File: src/rtl/core/ttp_pkg.sv
// Shared types and constants for the time text to tenths parser.
// No dependencies; every other file in rtl/core imports this package.
package ttp_pkg;

  // Payload widths
  localparam int CHAR_W   = 8;
  localparam int TIME_W   = 32;
  localparam int FIELD_W  = 16;
  localparam int FRAC_W   = 10;
  localparam int LEN_W    = 3;
  localparam int PEND_W   = 3;
  localparam int DIGIT_W  = 4;
  localparam int MSEC_W   = 17;
  localparam int TENTHS_W = 4;
  localparam int MPROD_W  = 26;
  localparam int SPROD_W  = 20;
  localparam int LOSUM_W  = 21;

  // Queue between front and back
  localparam int QUEUE_DEPTH = 2;
  localparam int QPTR_W      = $clog2(QUEUE_DEPTH);
  localparam int QCNT_W      = $clog2(QUEUE_DEPTH + 1);

  // Character codes
  localparam logic [CHAR_W-1:0] CH_TAB   = 8'd9;
  localparam logic [CHAR_W-1:0] CH_CR    = 8'd13;
  localparam logic [CHAR_W-1:0] CH_SPACE = 8'd32;
  localparam logic [CHAR_W-1:0] CH_POINT = 8'd46;
  localparam logic [CHAR_W-1:0] CH_ZERO  = 8'd48;
  localparam logic [CHAR_W-1:0] CH_NINE  = 8'd57;
  localparam logic [CHAR_W-1:0] CH_COLON = 8'd58;

  // Limits and scale factors
  localparam logic [FIELD_W-1:0] FIELD_MAX  = 16'hFFFF;
  localparam logic [FRAC_W-1:0]  FRAC_MAX   = 10'd999;
  localparam logic [LEN_W-1:0]   LEN_MAX    = 3'd4;
  localparam logic [PEND_W-1:0]  PEND_MAX   = 3'd7;
  localparam logic [1:0]         COLON_MAX  = 2'd2;
  localparam int                 HOUR_TENTHS = 36000;
  localparam int                 MIN_TENTHS  = 600;
  localparam int                 SEC_TENTHS  = 10;
  localparam int                 DECIMAL     = 10;
  localparam int                 MSEC_ONE    = 100;
  localparam int                 MSEC_TWO    = 10;
  localparam int                 MSEC_STEP   = 100;
  localparam int                 MSEC_HALF   = 50;
  localparam int                 TENTHS_MAX  = 10;

  // Character classes produced by the front end
  typedef enum logic [2:0] {
    CC_BLANK,
    CC_DIGIT,
    CC_COLON,
    CC_POINT,
    CC_OTHER
  } char_class_t;

  // Parse phases
  typedef enum logic [1:0] {
    PH_LEAD,
    PH_INT,
    PH_FRAC
  } phase_t;

  // One classified character as it travels through the queue
  typedef struct packed {
    char_class_t          cls;
    logic [DIGIT_W-1:0]   digit;
    logic                 last;
  } ttp_item_t;

endpackage

File: src/rtl/core/ttp_ifs.sv
// Valid/ready channel interfaces for characters in and results out.
// Depends on ttp_pkg for payload widths.
interface ttp_char_if import ttp_pkg::*; ();
  logic              valid;
  logic              ready;
  logic [CHAR_W-1:0] char_code;
  logic              last_char;

  modport source (output valid, char_code, last_char, input ready);
  modport sink   (input valid, char_code, last_char, output ready);
endinterface

interface ttp_result_if import ttp_pkg::*; ();
  logic              valid;
  logic              ready;
  logic [TIME_W-1:0] day_tenths;
  logic              field_overflow;
  logic              empty_text;

  modport source (output valid, day_tenths, field_overflow, empty_text, input ready);
  modport sink   (input valid, day_tenths, field_overflow, empty_text, output ready);
endinterface

File: src/rtl/core/ttp_front.sv
// Front end: accepts characters and classifies them for the parser.
// Depends on ttp_pkg and ttp_char_if.
module ttp_front import ttp_pkg::*; (
  ttp_char_if.sink   chars,
  input  logic       queue_full,
  output logic       push,
  output ttp_item_t  push_item
);

  logic [CHAR_W-1:0] code_off;

  // Accept whenever the queue has room
  assign chars.ready = !queue_full;
  assign push        = chars.valid && !queue_full;

  // Classify the character and extract its digit value
  assign code_off = chars.char_code - CH_ZERO;

  always_comb begin
    push_item.digit = code_off[DIGIT_W-1:0];
    push_item.last  = chars.last_char;
    priority if (chars.char_code == CH_SPACE ||
                 (chars.char_code >= CH_TAB && chars.char_code <= CH_CR)) begin
      push_item.cls = CC_BLANK;
    end else if (chars.char_code >= CH_ZERO && chars.char_code <= CH_NINE) begin
      push_item.cls = CC_DIGIT;
    end else if (chars.char_code == CH_COLON) begin
      push_item.cls = CC_COLON;
    end else if (chars.char_code == CH_POINT) begin
      push_item.cls = CC_POINT;
    end else begin
      push_item.cls = CC_OTHER;
    end
  end

endmodule

File: src/rtl/core/ttp_queue.sv
// Short request queue between the front end and the parser back end.
// Depends on ttp_pkg for the item type and depth.
module ttp_queue import ttp_pkg::*; (
  input  logic      clk,
  input  logic      rst,
  input  logic      push,
  input  ttp_item_t push_item,
  output logic      full,
  input  logic      pop,
  output logic      not_empty,
  output ttp_item_t pop_item
);

  ttp_item_t         entries [QUEUE_DEPTH];
  logic [QPTR_W-1:0] wr_ptr;
  logic [QPTR_W-1:0] rd_ptr;
  logic [QCNT_W-1:0] count;

  assign full      = count == QCNT_W'(QUEUE_DEPTH);
  assign not_empty = count != '0;
  assign pop_item  = entries[rd_ptr];

  // Store pushed requests
  always_ff @(posedge clk) begin
    if (push) begin
      entries[wr_ptr] <= push_item;
    end
  end

  // Advance pointers and fill count
  always_ff @(posedge clk) begin
    if (rst) begin
      wr_ptr <= '0;
      rd_ptr <= '0;
      count  <= '0;
    end else begin
      if (push) begin
        wr_ptr <= (wr_ptr == QPTR_W'(QUEUE_DEPTH - 1)) ? '0 : wr_ptr + 1'b1;
      end
      if (pop) begin
        rd_ptr <= (rd_ptr == QPTR_W'(QUEUE_DEPTH - 1)) ? '0 : rd_ptr + 1'b1;
      end
      if (push && !pop) begin
        count <= count + 1'b1;
      end else if (pop && !push) begin
        count <= count - 1'b1;
      end
    end
  end

endmodule

File: src/rtl/core/ttp_back.sv
// Back end: runs the field parser on classified characters and computes
// tenths past midnight in a short stalling pipeline. Depends on ttp_pkg.
module ttp_back import ttp_pkg::*; (
  input  logic        clk,
  input  logic        rst,
  input  logic        item_valid,
  input  ttp_item_t   item,
  output logic        pop,
  ttp_result_if.source result
);

  // Parser state
  phase_t             phase;
  logic [1:0]         colon_count;
  logic [FIELD_W-1:0] field_first;
  logic [FIELD_W-1:0] field_second;
  logic [FIELD_W-1:0] field_third;
  logic               digit_seen;
  logic               field_ended;
  logic [LEN_W-1:0]   frac_len;
  logic [FRAC_W-1:0]  frac_value;
  logic               frac_ended;
  logic [PEND_W-1:0]  pending;
  logic               overflow_seen;

  // Parser state after the current character
  phase_t             phase_next;
  logic [1:0]         colon_count_next;
  logic [FIELD_W-1:0] field_first_next;
  logic [FIELD_W-1:0] field_second_next;
  logic [FIELD_W-1:0] field_third_next;
  logic               digit_seen_next;
  logic               field_ended_next;
  logic [LEN_W-1:0]   frac_len_next;
  logic [FRAC_W-1:0]  frac_value_next;
  logic               frac_ended_next;
  logic [PEND_W-1:0]  pending_next;
  logic               overflow_seen_next;

  // Step helpers
  logic                 is_blank;
  logic                 is_digit;
  logic                 is_colon;
  logic                 is_point;
  phase_t               eff_phase;
  logic [FIELD_W-1:0]   cur_field;
  logic [SPROD_W-1:0]   field_acc;
  logic [FIELD_W-1:0]   field_sat;
  logic [FRAC_W+3:0]    frac_acc;
  logic [LEN_W:0]       frac_sum;

  // Pipeline
  logic                 advance;
  logic                 s1_valid;
  logic                 s2_valid;
  logic                 s3_valid;
  logic                 out_valid;
  logic [FIELD_W-1:0]   s1_hours;
  logic [FIELD_W-1:0]   s1_minutes;
  logic [FIELD_W-1:0]   s1_seconds;
  logic [LEN_W-1:0]     s1_len;
  logic [FRAC_W-1:0]    s1_frac;
  logic                 s1_has_frac;
  logic                 s1_empty;
  logic                 s1_ovf;
  logic [TIME_W-1:0]    s2_hours;
  logic [MPROD_W-1:0]   s2_minutes;
  logic [SPROD_W-1:0]   s2_seconds;
  logic [MSEC_W-1:0]    s2_msec;
  logic                 s2_empty;
  logic                 s2_ovf;
  logic [MSEC_W-1:0]    msec_calc;
  logic [TENTHS_W-1:0]  tenths_calc;
  logic [TIME_W-1:0]    s3_high;
  logic [LOSUM_W-1:0]   s3_low;
  logic                 s3_empty;
  logic                 s3_ovf;
  logic [TIME_W-1:0]    out_time;
  logic                 out_empty;
  logic                 out_ovf;

  // Move everything forward unless the held result is stalled
  assign advance = !out_valid || result.ready;
  assign pop     = item_valid && advance;

  assign is_blank = item.cls == CC_BLANK;
  assign is_digit = item.cls == CC_DIGIT;
  assign is_colon = item.cls == CC_COLON;
  assign is_point = item.cls == CC_POINT;

  assign eff_phase = (phase == PH_LEAD && !is_blank) ? PH_INT : phase;

  // Decimal accumulation for the active field and the fraction
  assign cur_field = (colon_count == 2'd0) ? field_first :
                     (colon_count == 2'd1) ? field_second : field_third;
  assign field_acc = SPROD_W'(cur_field) * SPROD_W'(DECIMAL) + SPROD_W'(item.digit);
  assign field_sat = (field_acc > SPROD_W'(FIELD_MAX)) ? FIELD_MAX : field_acc[FIELD_W-1:0];
  assign frac_acc  = (FRAC_W+4)'(frac_value) * (FRAC_W+4)'(DECIMAL) +
                     (FRAC_W+4)'(item.digit);
  assign frac_sum  = (LEN_W+1)'(frac_len) + (LEN_W+1)'(pending) + 1'b1;

  // Parse one character
  always_comb begin
    phase_next         = phase;
    colon_count_next   = colon_count;
    field_first_next   = field_first;
    field_second_next  = field_second;
    field_third_next   = field_third;
    digit_seen_next    = digit_seen;
    field_ended_next   = field_ended;
    frac_len_next      = frac_len;
    frac_value_next    = frac_value;
    frac_ended_next    = frac_ended;
    pending_next       = pending;
    overflow_seen_next = overflow_seen;
    unique case (eff_phase)
      PH_INT: begin
        phase_next = PH_INT;
        if (is_point) begin
          phase_next      = PH_FRAC;
          digit_seen_next = 1'b0;
        end else if (is_colon && colon_count < COLON_MAX) begin
          colon_count_next = colon_count + 1'b1;
          digit_seen_next  = 1'b0;
          field_ended_next = 1'b0;
        end else if (!field_ended) begin
          if (is_digit) begin
            unique case (colon_count)
              2'd0:    field_first_next  = field_sat;
              2'd1:    field_second_next = field_sat;
              default: field_third_next  = field_sat;
            endcase
            if (field_acc > SPROD_W'(FIELD_MAX)) begin
              overflow_seen_next = 1'b1;
            end
            digit_seen_next = 1'b1;
          end else if (!(is_blank && !digit_seen)) begin
            field_ended_next = 1'b1;
          end
        end
      end
      PH_FRAC: begin
        // count trailing blanks until a later character makes them internal
        if (is_blank) begin
          if (pending < PEND_MAX) begin
            pending_next = pending + 1'b1;
          end
        end else begin
          frac_len_next = (frac_sum > (LEN_W+1)'(LEN_MAX)) ? LEN_MAX : frac_sum[LEN_W-1:0];
          pending_next  = '0;
        end
        if (!frac_ended) begin
          if (is_digit) begin
            frac_value_next = (frac_acc > (FRAC_W+4)'(FRAC_MAX)) ? FRAC_MAX :
                              frac_acc[FRAC_W-1:0];
            digit_seen_next = 1'b1;
          end else if (!(is_blank && !digit_seen)) begin
            frac_ended_next = 1'b1;
          end
        end
      end
      default: begin
      end
    endcase
  end

  // Update parser state; clear it after the last character
  always_ff @(posedge clk) begin
    if (rst || (pop && item.last)) begin
      phase         <= PH_LEAD;
      colon_count   <= '0;
      field_first   <= '0;
      field_second  <= '0;
      field_third   <= '0;
      digit_seen    <= 1'b0;
      field_ended   <= 1'b0;
      frac_len      <= '0;
      frac_value    <= '0;
      frac_ended    <= 1'b0;
      pending       <= '0;
      overflow_seen <= 1'b0;
    end else if (pop) begin
      phase         <= phase_next;
      colon_count   <= colon_count_next;
      field_first   <= field_first_next;
      field_second  <= field_second_next;
      field_third   <= field_third_next;
      digit_seen    <= digit_seen_next;
      field_ended   <= field_ended_next;
      frac_len      <= frac_len_next;
      frac_value    <= frac_value_next;
      frac_ended    <= frac_ended_next;
      pending       <= pending_next;
      overflow_seen <= overflow_seen_next;
    end
  end

  // Scale fraction digits to milliseconds
  always_comb begin
    msec_calc = '0;
    if (s1_has_frac) begin
      unique case (s1_len)
        3'd1:    msec_calc = MSEC_W'(s1_frac) * MSEC_W'(MSEC_ONE);
        3'd2:    msec_calc = MSEC_W'(s1_frac) * MSEC_W'(MSEC_TWO);
        3'd3:    msec_calc = MSEC_W'(s1_frac);
        default: msec_calc = '0;
      endcase
    end
  end

  // Round milliseconds to tenths by threshold compares
  always_comb begin
    tenths_calc = '0;
    for (int k = 1; k <= TENTHS_MAX; k++) begin
      if (s2_msec >= MSEC_W'(k * MSEC_STEP - MSEC_HALF)) begin
        tenths_calc = tenths_calc + 1'b1;
      end
    end
  end

  // Pipeline valid bits
  always_ff @(posedge clk) begin
    if (rst) begin
      s1_valid  <= 1'b0;
      s2_valid  <= 1'b0;
      s3_valid  <= 1'b0;
      out_valid <= 1'b0;
    end else if (advance) begin
      s1_valid  <= pop && item.last;
      s2_valid  <= s1_valid;
      s3_valid  <= s2_valid;
      out_valid <= s3_valid;
    end
  end

  // Pipeline payload: capture fields, multiply, partial sums, final add
  always_ff @(posedge clk) begin
    if (advance) begin
      unique case (colon_count_next)
        2'd0: begin
          s1_hours   <= '0;
          s1_minutes <= '0;
          s1_seconds <= field_first_next;
        end
        2'd1: begin
          s1_hours   <= '0;
          s1_minutes <= field_first_next;
          s1_seconds <= field_second_next;
        end
        default: begin
          s1_hours   <= field_first_next;
          s1_minutes <= field_second_next;
          s1_seconds <= field_third_next;
        end
      endcase
      s1_len      <= frac_len_next;
      s1_frac     <= frac_value_next;
      s1_has_frac <= phase_next == PH_FRAC;
      s1_empty    <= phase_next == PH_LEAD;
      s1_ovf      <= overflow_seen_next;

      s2_hours   <= TIME_W'(s1_hours) * TIME_W'(HOUR_TENTHS);
      s2_minutes <= MPROD_W'(s1_minutes) * MPROD_W'(MIN_TENTHS);
      s2_seconds <= SPROD_W'(s1_seconds) * SPROD_W'(SEC_TENTHS);
      s2_msec    <= msec_calc;
      s2_empty   <= s1_empty;
      s2_ovf     <= s1_ovf;

      s3_high  <= s2_hours + TIME_W'(s2_minutes);
      s3_low   <= LOSUM_W'(s2_seconds) + LOSUM_W'(tenths_calc);
      s3_empty <= s2_empty;
      s3_ovf   <= s2_ovf;

      out_time  <= s3_high + TIME_W'(s3_low);
      out_empty <= s3_empty;
      out_ovf   <= s3_ovf;
    end
  end

  assign result.valid          = out_valid;
  assign result.day_tenths     = out_time;
  assign result.field_overflow = out_ovf;
  assign result.empty_text     = out_empty;

endmodule

File: src/rtl/core/time_text_to_tenths_parser.sv
// Path: the last character of a text passes through the queue, then the capture,
// multiply, partial-sum and final-add stages, before its result is valid.
// Throughput: one character per cycle; a held result freezes parser and pipeline,
// and the two-entry queue then fills and stalls the input.
// Reset: synchronous rst clears the queue, parser state and pipeline valids.
// Depends on ttp_pkg, ttp_ifs, ttp_front, ttp_queue and ttp_back.
module time_text_to_tenths_parser import ttp_pkg::*; (
  input  logic         clk,
  input  logic         rst,
  ttp_char_if.sink     chars,
  ttp_result_if.source result
);

  logic      push;
  ttp_item_t push_item;
  logic      queue_full;
  logic      pop;
  logic      queue_valid;
  ttp_item_t pop_item;

  // Classify incoming characters
  ttp_front u_front (
    .chars      (chars),
    .queue_full (queue_full),
    .push       (push),
    .push_item  (push_item)
  );

  // Buffer classified requests
  ttp_queue u_queue (
    .clk       (clk),
    .rst       (rst),
    .push      (push),
    .push_item (push_item),
    .full      (queue_full),
    .pop       (pop),
    .not_empty (queue_valid),
    .pop_item  (pop_item)
  );

  // Parse and compute the result
  ttp_back u_back (
    .clk        (clk),
    .rst        (rst),
    .item_valid (queue_valid),
    .item       (pop_item),
    .pop        (pop),
    .result     (result)
  );

`ifndef SYNTHESIS
  a_pop_needs_item: assert property (@(posedge clk) disable iff (rst)
    pop |-> queue_valid) else $error("pop from empty queue");

  a_push_needs_room: assert property (@(posedge clk) disable iff (rst)
    push |-> !queue_full) else $error("push into full queue");

  a_no_pop_on_stall: assert property (@(posedge clk) disable iff (rst)
    (result.valid && !result.ready) |-> !pop) else $error("pop while result stalled");

  a_empty_is_zero: assert property (@(posedge clk) disable iff (rst)
    (result.valid && result.empty_text) |->
      (result.day_tenths == '0 && !result.field_overflow))
    else $error("empty text with nonzero result");
`endif

endmodule

File: src/flat_wrapper.sv
// flat-port wrapper written by rule: the top's interface ports become plain ports
module time_text_to_tenths_parser_flat import ttp_pkg::*;
  (clk, rst, chars_valid, chars_char_code, chars_last_char, chars_ready, result_valid, result_day_tenths, result_field_overflow, result_empty_text, result_ready);
  ttp_char_if chars_i ();
  ttp_result_if result_i ();
  input  logic clk;
  input  logic rst;
  input wire logic [$bits(chars_i.valid)-1:0] chars_valid;
  input wire logic [$bits(chars_i.char_code)-1:0] chars_char_code;
  input wire logic [$bits(chars_i.last_char)-1:0] chars_last_char;
  output wire logic [$bits(chars_i.ready)-1:0] chars_ready;
  output wire logic [$bits(result_i.valid)-1:0] result_valid;
  output wire logic [$bits(result_i.day_tenths)-1:0] result_day_tenths;
  output wire logic [$bits(result_i.field_overflow)-1:0] result_field_overflow;
  output wire logic [$bits(result_i.empty_text)-1:0] result_empty_text;
  input wire logic [$bits(result_i.ready)-1:0] result_ready;
  assign chars_i.valid = chars_valid;
  assign chars_i.char_code = chars_char_code;
  assign chars_i.last_char = chars_last_char;
  assign chars_ready = chars_i.ready;
  assign result_valid = result_i.valid;
  assign result_day_tenths = result_i.day_tenths;
  assign result_field_overflow = result_i.field_overflow;
  assign result_empty_text = result_i.empty_text;
  assign result_i.ready = result_ready;
  time_text_to_tenths_parser u_core (.clk(clk), .rst(rst), .chars(chars_i), .result(result_i));
endmodule
File: config.mk
export PLATFORM = sky130hd
export DESIGN_NAME = time_text_to_tenths_parser_flat
export DESIGN_NICKNAME = d
export VERILOG_FILES = /design/src/rtl/core/ttp_pkg.sv /design/src/rtl/core/ttp_ifs.sv /design/src/rtl/core/ttp_front.sv /design/src/rtl/core/ttp_queue.sv /design/src/rtl/core/ttp_back.sv /design/src/rtl/core/time_text_to_tenths_parser.sv /design/src/flat_wrapper.sv
export SDC_FILE = /design/constraint.sdc
export NUM_CORES = 1
export LEC_CHECK = 0
export BUFFER_PORTS_ARGS = -buffer_cell sky130_fd_sc_hd__buf_4
export CAP_MARGIN = 5
export CORE_MARGIN = 2
export CORE_UTILIZATION = 39
export DETAILED_ROUTE_END_ITERATION = 7
export SYNTH_ARGS = -nofsm -noshare
export SYNTH_HDL_FRONTEND = slang
export SYNTH_HIERARCHICAL = 1
export SYNTH_SLANG_ARGS = --single-unit
File: constraint.sdc
create_clock -name clk -period 12.75 [get_ports clk]
set_clock_uncertainty 0.05 [all_clocks]
set_input_delay 2.55 -clock clk [delete_from_list [all_inputs] [get_ports clk]]
set_output_delay 2.55 -clock clk [all_outputs]
set_load 0.02 [all_outputs]
Word-level counts from Yosys, hierarchy flattened:

Memories as Yosys holds them, arrays and structs flattened. A register that Yosys moved wholly into a read port is not among the register bits.
Index checks and enable logic that the tools add are counted.

* add/subtract/negate cells: 23
* multiply operators: 7
* order comparisons: 19
* equal/unequal tests: 18
* mux-type cells: 78
* bitwise logic cells: 1
* reduce and logical (&&, ||, !) cells: 33

Operator list (count)
* two-way mux 16 bit: 21
* greater-or-equal comparator 17 x 10 -> 1 bit, second input constant: 5
* case mux 16 bit (2 select lines): 2
* case mux 17 bit (3 select lines): 1
* adder 4 x 1 -> 4 bit, second input constant: 10
* two-way mux 10 bit: 4
* multiplier 16 x 3 -> 19 bit, second input constant: 2
* two-way mux 4 bit: 9
* greater-or-equal comparator 17 x 8 -> 1 bit, second input constant: 2
* greater-or-equal comparator 17 x 9 -> 1 bit, second input constant: 2
* adder 32 x 21 -> 32 bit: 1
* adder 32 x 26 -> 32 bit: 1
* multiplier 16 x 11 -> 27 bit, second input constant: 1
* two-way mux 3 bit: 9
* multiplier 10 x 3 -> 13 bit, second input constant: 2
* == test 8 x 6 -> 1 bit, second input constant: 3
* multiplier 16 x 7 -> 23 bit, second input constant: 1
* two-way mux 1 bit: 23
* adder 20 x 4 -> 21 bit: 1
* adder 20 x 4 -> 20 bit: 1
* greater-than comparator 20 x 16 -> 1 bit, second input constant: 1
* greater-or-equal comparator 17 x 6 -> 1 bit, second input constant: 1
* two-way mux 2 bit: 8
* multiplier 10 x 5 -> 15 bit, second input constant: 1
* other kinds (34): 67

* register bits after elaboration: 321
* bits in writable memories: 16
* input bits: 13
* output and inout bits: 36
* memories kept: 1

Memories
* u_core.u_queue.entries: words 2, bits a word 8, read ports 1, clocked after Yosys merged registers in 1, wr ports 1, line ttp_queue.sv:14 `ttp_item_t entries [QUEUE_DEPTH];`

Depth between registers and ports, before layout:

* depth in word-level cells: 21
* gate-level depth with buffers: 34
* gate-level depth less buffers: 34

Modules after synthesis:

Netlist, hierarchy kept.

Modules (own cells, without submodules)
* ttp_back: instances 1, cells each 2387, area an instance 23931.7 µm², seq. area each 8638.3 µm²
* ttp_queue: instances 1, cells each 47, area an instance 785.8 µm², seq. area each 580.6 µm²
* ttp_front: instances 1, cells each 27, area an instance 180.2 µm², seq. area each 0.0 µm²

Least setup slack after synthesis:

Ideal clock, no wire load.

* path kind: input to register
* from: in result_ready
* to: reg u_core.u_queue.count[1]
* library setup time: 0.070 ns
* arrival: 11.460 ns
* data required time: 12.630 ns
* path slack: 1.170 ns
* stages on the path: 9
* cells stage by stage: nand2b_1 clkbuf_1 nand2_1 clkinv_1 clkbuf_1 inv_1 ha_1 or3_1 a21oi_1

* cells in the longest elaborated chain, start to end: 5
* elaborated cells on any way between the ends: 7

Ends and longest elaborated chain
* start: declaration: line flat_wrapper.sv:16 `input wire logic [$bits(result_i.ready)-1:0] result_ready;`
* logical OR 1 bit *: line ttp_back.sv:83 `assign advance = !out_valid || result.ready;`
* logical AND 1 bit *: line ttp_back.sv:84 `assign pop = item_valid && advance;`
* via u_core.pop: line time_text_to_tenths_parser.sv:17 `logic pop;`
* zero test 1 bit: line ttp_queue.sv:43 `if (push && !pop) begin`
* logical AND 1 bit: line ttp_queue.sv:43
* two-way mux 2 bit / nonzero test 2 bit (equally long branches)
* end signal: assignment: line ttp_queue.sv:44 `count <= count + 1'b1;`
* end signal: assignment: line ttp_queue.sv:46 `count <= count - 1'b1;`
* end: declaration: line ttp_queue.sv:17 `logic [QCNT_W-1:0] count;`

Mark *: on every way through the listed nets, which the timed path passes. The rest lies on a longest branch.
A chain may end at the register's enable or synchronous reset.

Worst setup path in the final report:

* from: reg u_core.u_back.s2_msec[13]
* to: reg u_core.u_back.s3_low[15] (data pin)

* cells in the longest elaborated chain, start to end: 21
* elaborated cells on any way between the ends: 30

Ends and longest elaborated chain
* start: declaration: line ttp_back.sv:69 `logic [MSEC_W-1:0] s2_msec;`
* start signal: assignment: line ttp_back.sv:265 `s2_msec <= msec_calc;`
* greater-or-equal comparator 17 x 6 -> 1 bit: line ttp_back.sv:215 `if (s2_msec >= MSEC_W'(k * MSEC_STEP - MSEC_HALF)) begin`
* two-way mux 1 bit: line ttp_back.sv:215
* adder 4 x 1 -> 4 bit: line ttp_back.sv:216 `tenths_calc = tenths_calc + 1'b1;`
* two-way mux 4 bit: line ttp_back.sv:215
* adder 4 x 1 -> 4 bit: line ttp_back.sv:216
* two-way mux 4 bit: line ttp_back.sv:215
* adder 4 x 1 -> 4 bit: line ttp_back.sv:216
* two-way mux 4 bit: line ttp_back.sv:215
* [... 5 more ...]
* two-way mux 4 bit: line ttp_back.sv:215
* adder 4 x 1 -> 4 bit: line ttp_back.sv:216
* two-way mux 4 bit: line ttp_back.sv:215
* adder 4 x 1 -> 4 bit: line ttp_back.sv:216
* two-way mux 4 bit: line ttp_back.sv:215
* adder 4 x 1 -> 4 bit: line ttp_back.sv:216
* two-way mux 4 bit *: line ttp_back.sv:215
* adder 20 x 4 -> 21 bit *: line ttp_back.sv:270 `s3_low <= LOSUM_W'(s2_seconds) + LOSUM_W'(tenths_calc);`
* end signal: assignment: line ttp_back.sv:270
* end: declaration: line ttp_back.sv:75 `logic [LOSUM_W-1:0] s3_low;`

Mark *: on every way between the ends. The rest lies on a longest branch, timed or not.

==> reports/qor.txt <==
Setup-failing EPs final: 0
synthesized instance count: 2461
gr ovfl total: 0
Critical Path AT: 8.15 ns
DR pass1 iterations: 5
Synth Area in XOR/XNOR: 6.99%
Post-synth ARST share: 0%
WS Path Type: flop to flop
worst-margin pin slew: 1.12 ns
Min Hold Slack: 0.368 ns
Vias/cell: 5.22
H-tree Lvls: 2
Post-Synth Adder-Cell Area: 22.6%
leakage dissipation: 13.0 nW
Layout fillers: 5970
CTS max path bufs: 3
initial detailed-routing violation count: 976
vias in the first global route: 17315
Tcrit/Tclk final: 62.0%
top_reg_cell synth: edfxtp_1
HP Class: flop to flop
Achievable Freq: 126 MHz
Final Hold Viols: 0
post-synthesis mux area share: 2.13%
Placer Congestion: 0.845
EDFF count, synth: 253
Clk pin slew, worst setup/hold paths: 0.06 ns
ant diodes: 0
Post-Route WL: 52800 microns
Buffers on Ports: 48
post-route minimum period: 7.91 ns
via count: 17580
TritonCTS Buffers: 40
CP startpoint kind: flop
Power Density: 120 nW/um^2
largest family of logic cells by synthesized area: adder cells
Synth-to-Final Area Change: 9.98%
distinct cell type count of the synthesized netlist: 92
routed len/inst: 15.7 microns
CP required: 13.00 ns
Die Y: 257 microns
setup bufs post-CTS: 0
CP Max Fanout: 7
CTS root buffer: clkbuf_16
Synth Area in Compound Gates: 15.2%
Initial Util: 39.5%
sequential fraction of the synthesis area: 37.0%
hold_buf cts: 0
synthesized area: 24900 sq um
Crit-path slowest cell: nor3_1
Total Routing Usage GR: 16.0%
Synth Warn #: 6
fraction of layout cells with a size suffix above 1: 7.01%
total core area: 63100 sq um
die area: 65900 sq um
clk sinks: 334
syn_nets: 2882
first-pass GRT wire length: 87300 microns
most common cell after layout, fill and taps aside: ha_1
post-route ant nets: 0
most used cell, CP: ha_1
largest net degree at the start of global routing: 80
status: finished clean
Max-slew headroom: 24.3%
CP peak stage delay: 0.59 ns
max-cap viol count: 0
# IOs: 49
Multi-input gate area: 14400 sq um
Post-Synth Simple-Gate Area: 10.6%
Syn Area/Cell: 10.1 sq um
row count: 92
Die W: 257 microns
crit end category: flop
CTS tree: built
clk_lat worst skew: 0.55 ns
Remaining DRCs: 0
Worst VDD drop: 76.5 uV
placed wire-length estimate: 41100 microns
initial antenna violation count: 0
Setup Total Neg Slack: 0 ns
commonest cells after routing, fill and taps aside: ha_1 (337), inv_1 (271), edfxtp_1 (253), nor2_1 (206), a21oi_1 (152)
unrepaired setup endpoints after global routing: no
Yosys reg bits: 334
FF/Latch Area: 9220 sq um
final net count: 2914
Post-CTS Resized: 0
Pins Over Slew Limit: 0
-- cell usage after synthesis, types with 15 or more instances --
cell	instances	area, sq um
a211oi_1	21	158
a21boi_0	15	113
a21o_1	39	293
a21oi_1	154	771
clkbuf_1	50	188
dfxtp_1	81	1620
edfxtp_1	253	7600
fa_1	71	1420
ha_1	337	4220
inv_1	271	1020
mux2_2	16	180
mux2i_1	35	350
nand2_1	114	428
nand2b_1	37	231
nand3_1	31	155
nand4_1	18	113
nor2_1	206	773
nor2b_1	31	194
nor3_1	35	175
o211ai_1	25	188
o21a_1	22	165
o21ai_0	127	636
o21bai_1	15	113
o221ai_1	15	131
o22ai_1	18	113
xnor2_1	116	1020
xor2_1	70	613
-- report_power, final --
part	total, mW	switching, mW	internal (mW)
Clock	1.09	0.449	0.637
Sequential	1.43	0.0908	1.34
Combinational	0.774	0.471	0.303
-- logic make-up (layout without fill, tap and decap cells) --
group,after synthesis,in the layout
buffers and inverters,344,407
XOR/XNOR,191,191
adder cells (fa/ha/maj),408,408
multiplexers,51,51
AO/OA/AOI/OAI,581,581
flip-flops,334,334
AND/OR/NAND/NOR,552,552
-- path summary, 6_finish.rpt --
check / from / endpoint / slack [ns] / cells past startpoint
max reg2reg: u_core/u_back/s2_msec[13]$_SDFFCE_PN0N_ / u_core/u_back/s3_low[15]$_DFFE_PN_ / 4.84 / 31
max: u_core/u_back/s2_msec[13]$_SDFFCE_PN0N_ / u_core/u_back/s3_low[15]$_DFFE_PN_ / 4.84 / 31
min reg2reg: u_core/u_back/s3_ovf$_DFFE_PN_ / u_core/u_back/result.field_overflow$_DFFE_PN_ / 0.37 / 0
min: u_core/u_back/s3_ovf$_DFFE_PN_ / u_core/u_back/result.field_overflow$_DFFE_PN_ / 0.37 / 0
-- per-stage QoR --
step	util, %	instance area, sq um	worst slack, ns	std cells	power, mW
final	43.4	27400	4.84	3370	3.29
after global placement	41.4	26100	5.29	3297	2.20
after CTS	43.4	27400	4.88	3370	3.32
after detailed placement	41.4	26100	4.93	3297	2.22
after floorplan	-	24900	1.17	2461	2.00
after global routing	43.4	27400	4.17	3370	3.46
-- layout make-up --
| cell class | count | area share [%] |
|---|---|---|
| clock buffers | 47 | 3.87 |
| clock inverters | 26 | 0.722 |
| flip-flops and latches | 334 | 33.7 |
| well taps | 846 | 3.87 |
| inverters | 273 | 3.74 |
| repair buffers | 61 | 1.67 |
| multi-input cells | 1783 | 52.5 |
-- layer usage --
layer,routed length (microns),vias up,GRT usage [%]
li1,-,8858,-
met1,24700,8304,21.1
met2,25000,347,27.3
met3,1880,71,1.91
met4,1270,0,5.09
met5,0,-,0
-- flip-flops by register name, indices dropped and copies added (netlist names), 3 cells and up, named ones only --
| name | flops |
|---|---|
| u_core/u_back/field_first | 16 |
| u_core/u_back/s2_seconds | 19 |
| u_core/u_back/s2_minutes | 23 |
| u_core/u_back/s3_low | 21 |
| u_core/u_back/pending | 3 |
| u_core/u_back/s1_minutes | 16 |
| u_core/u_back/field_second | 16 |
| u_core/u_back/s3_high | 29 |
| u_core/u_back/s1_len | 3 |
| u_core/u_back/result.day_tenths | 32 |
| u_core/u_back/field_third | 16 |
| u_core/u_queue/entries | 16 |
| u_core/u_back/frac_value | 10 |
| u_core/u_back/s1_hours | 16 |
| u_core/u_back/s2_hours | 27 |
| u_core/u_back/s1_frac | 10 |
| u_core/u_back/s1_seconds | 16 |
| u_core/u_back/s2_msec | 16 |
| u_core/u_back/frac_len | 3 |
-- worst max-delay path: cells and delay by family, from the launching register on --
| kind | cells | cell delay [ns] |
|---|---|---|
| AO/OA/AOI/OAI | 7 | 1.39 |
| XOR/XNOR | 4 | 0.57 |
| adder cells (fa/ha/maj) | 6 | 1.98 |
| buffers and inverters | 2 | 0.17 |
| flip-flops | 1 | 0.36 |
| multiplexers | 1 | 0.29 |
| AND/OR/NAND/NOR | 11 | 2.87 |
Power figures use the tool's default switching activity.
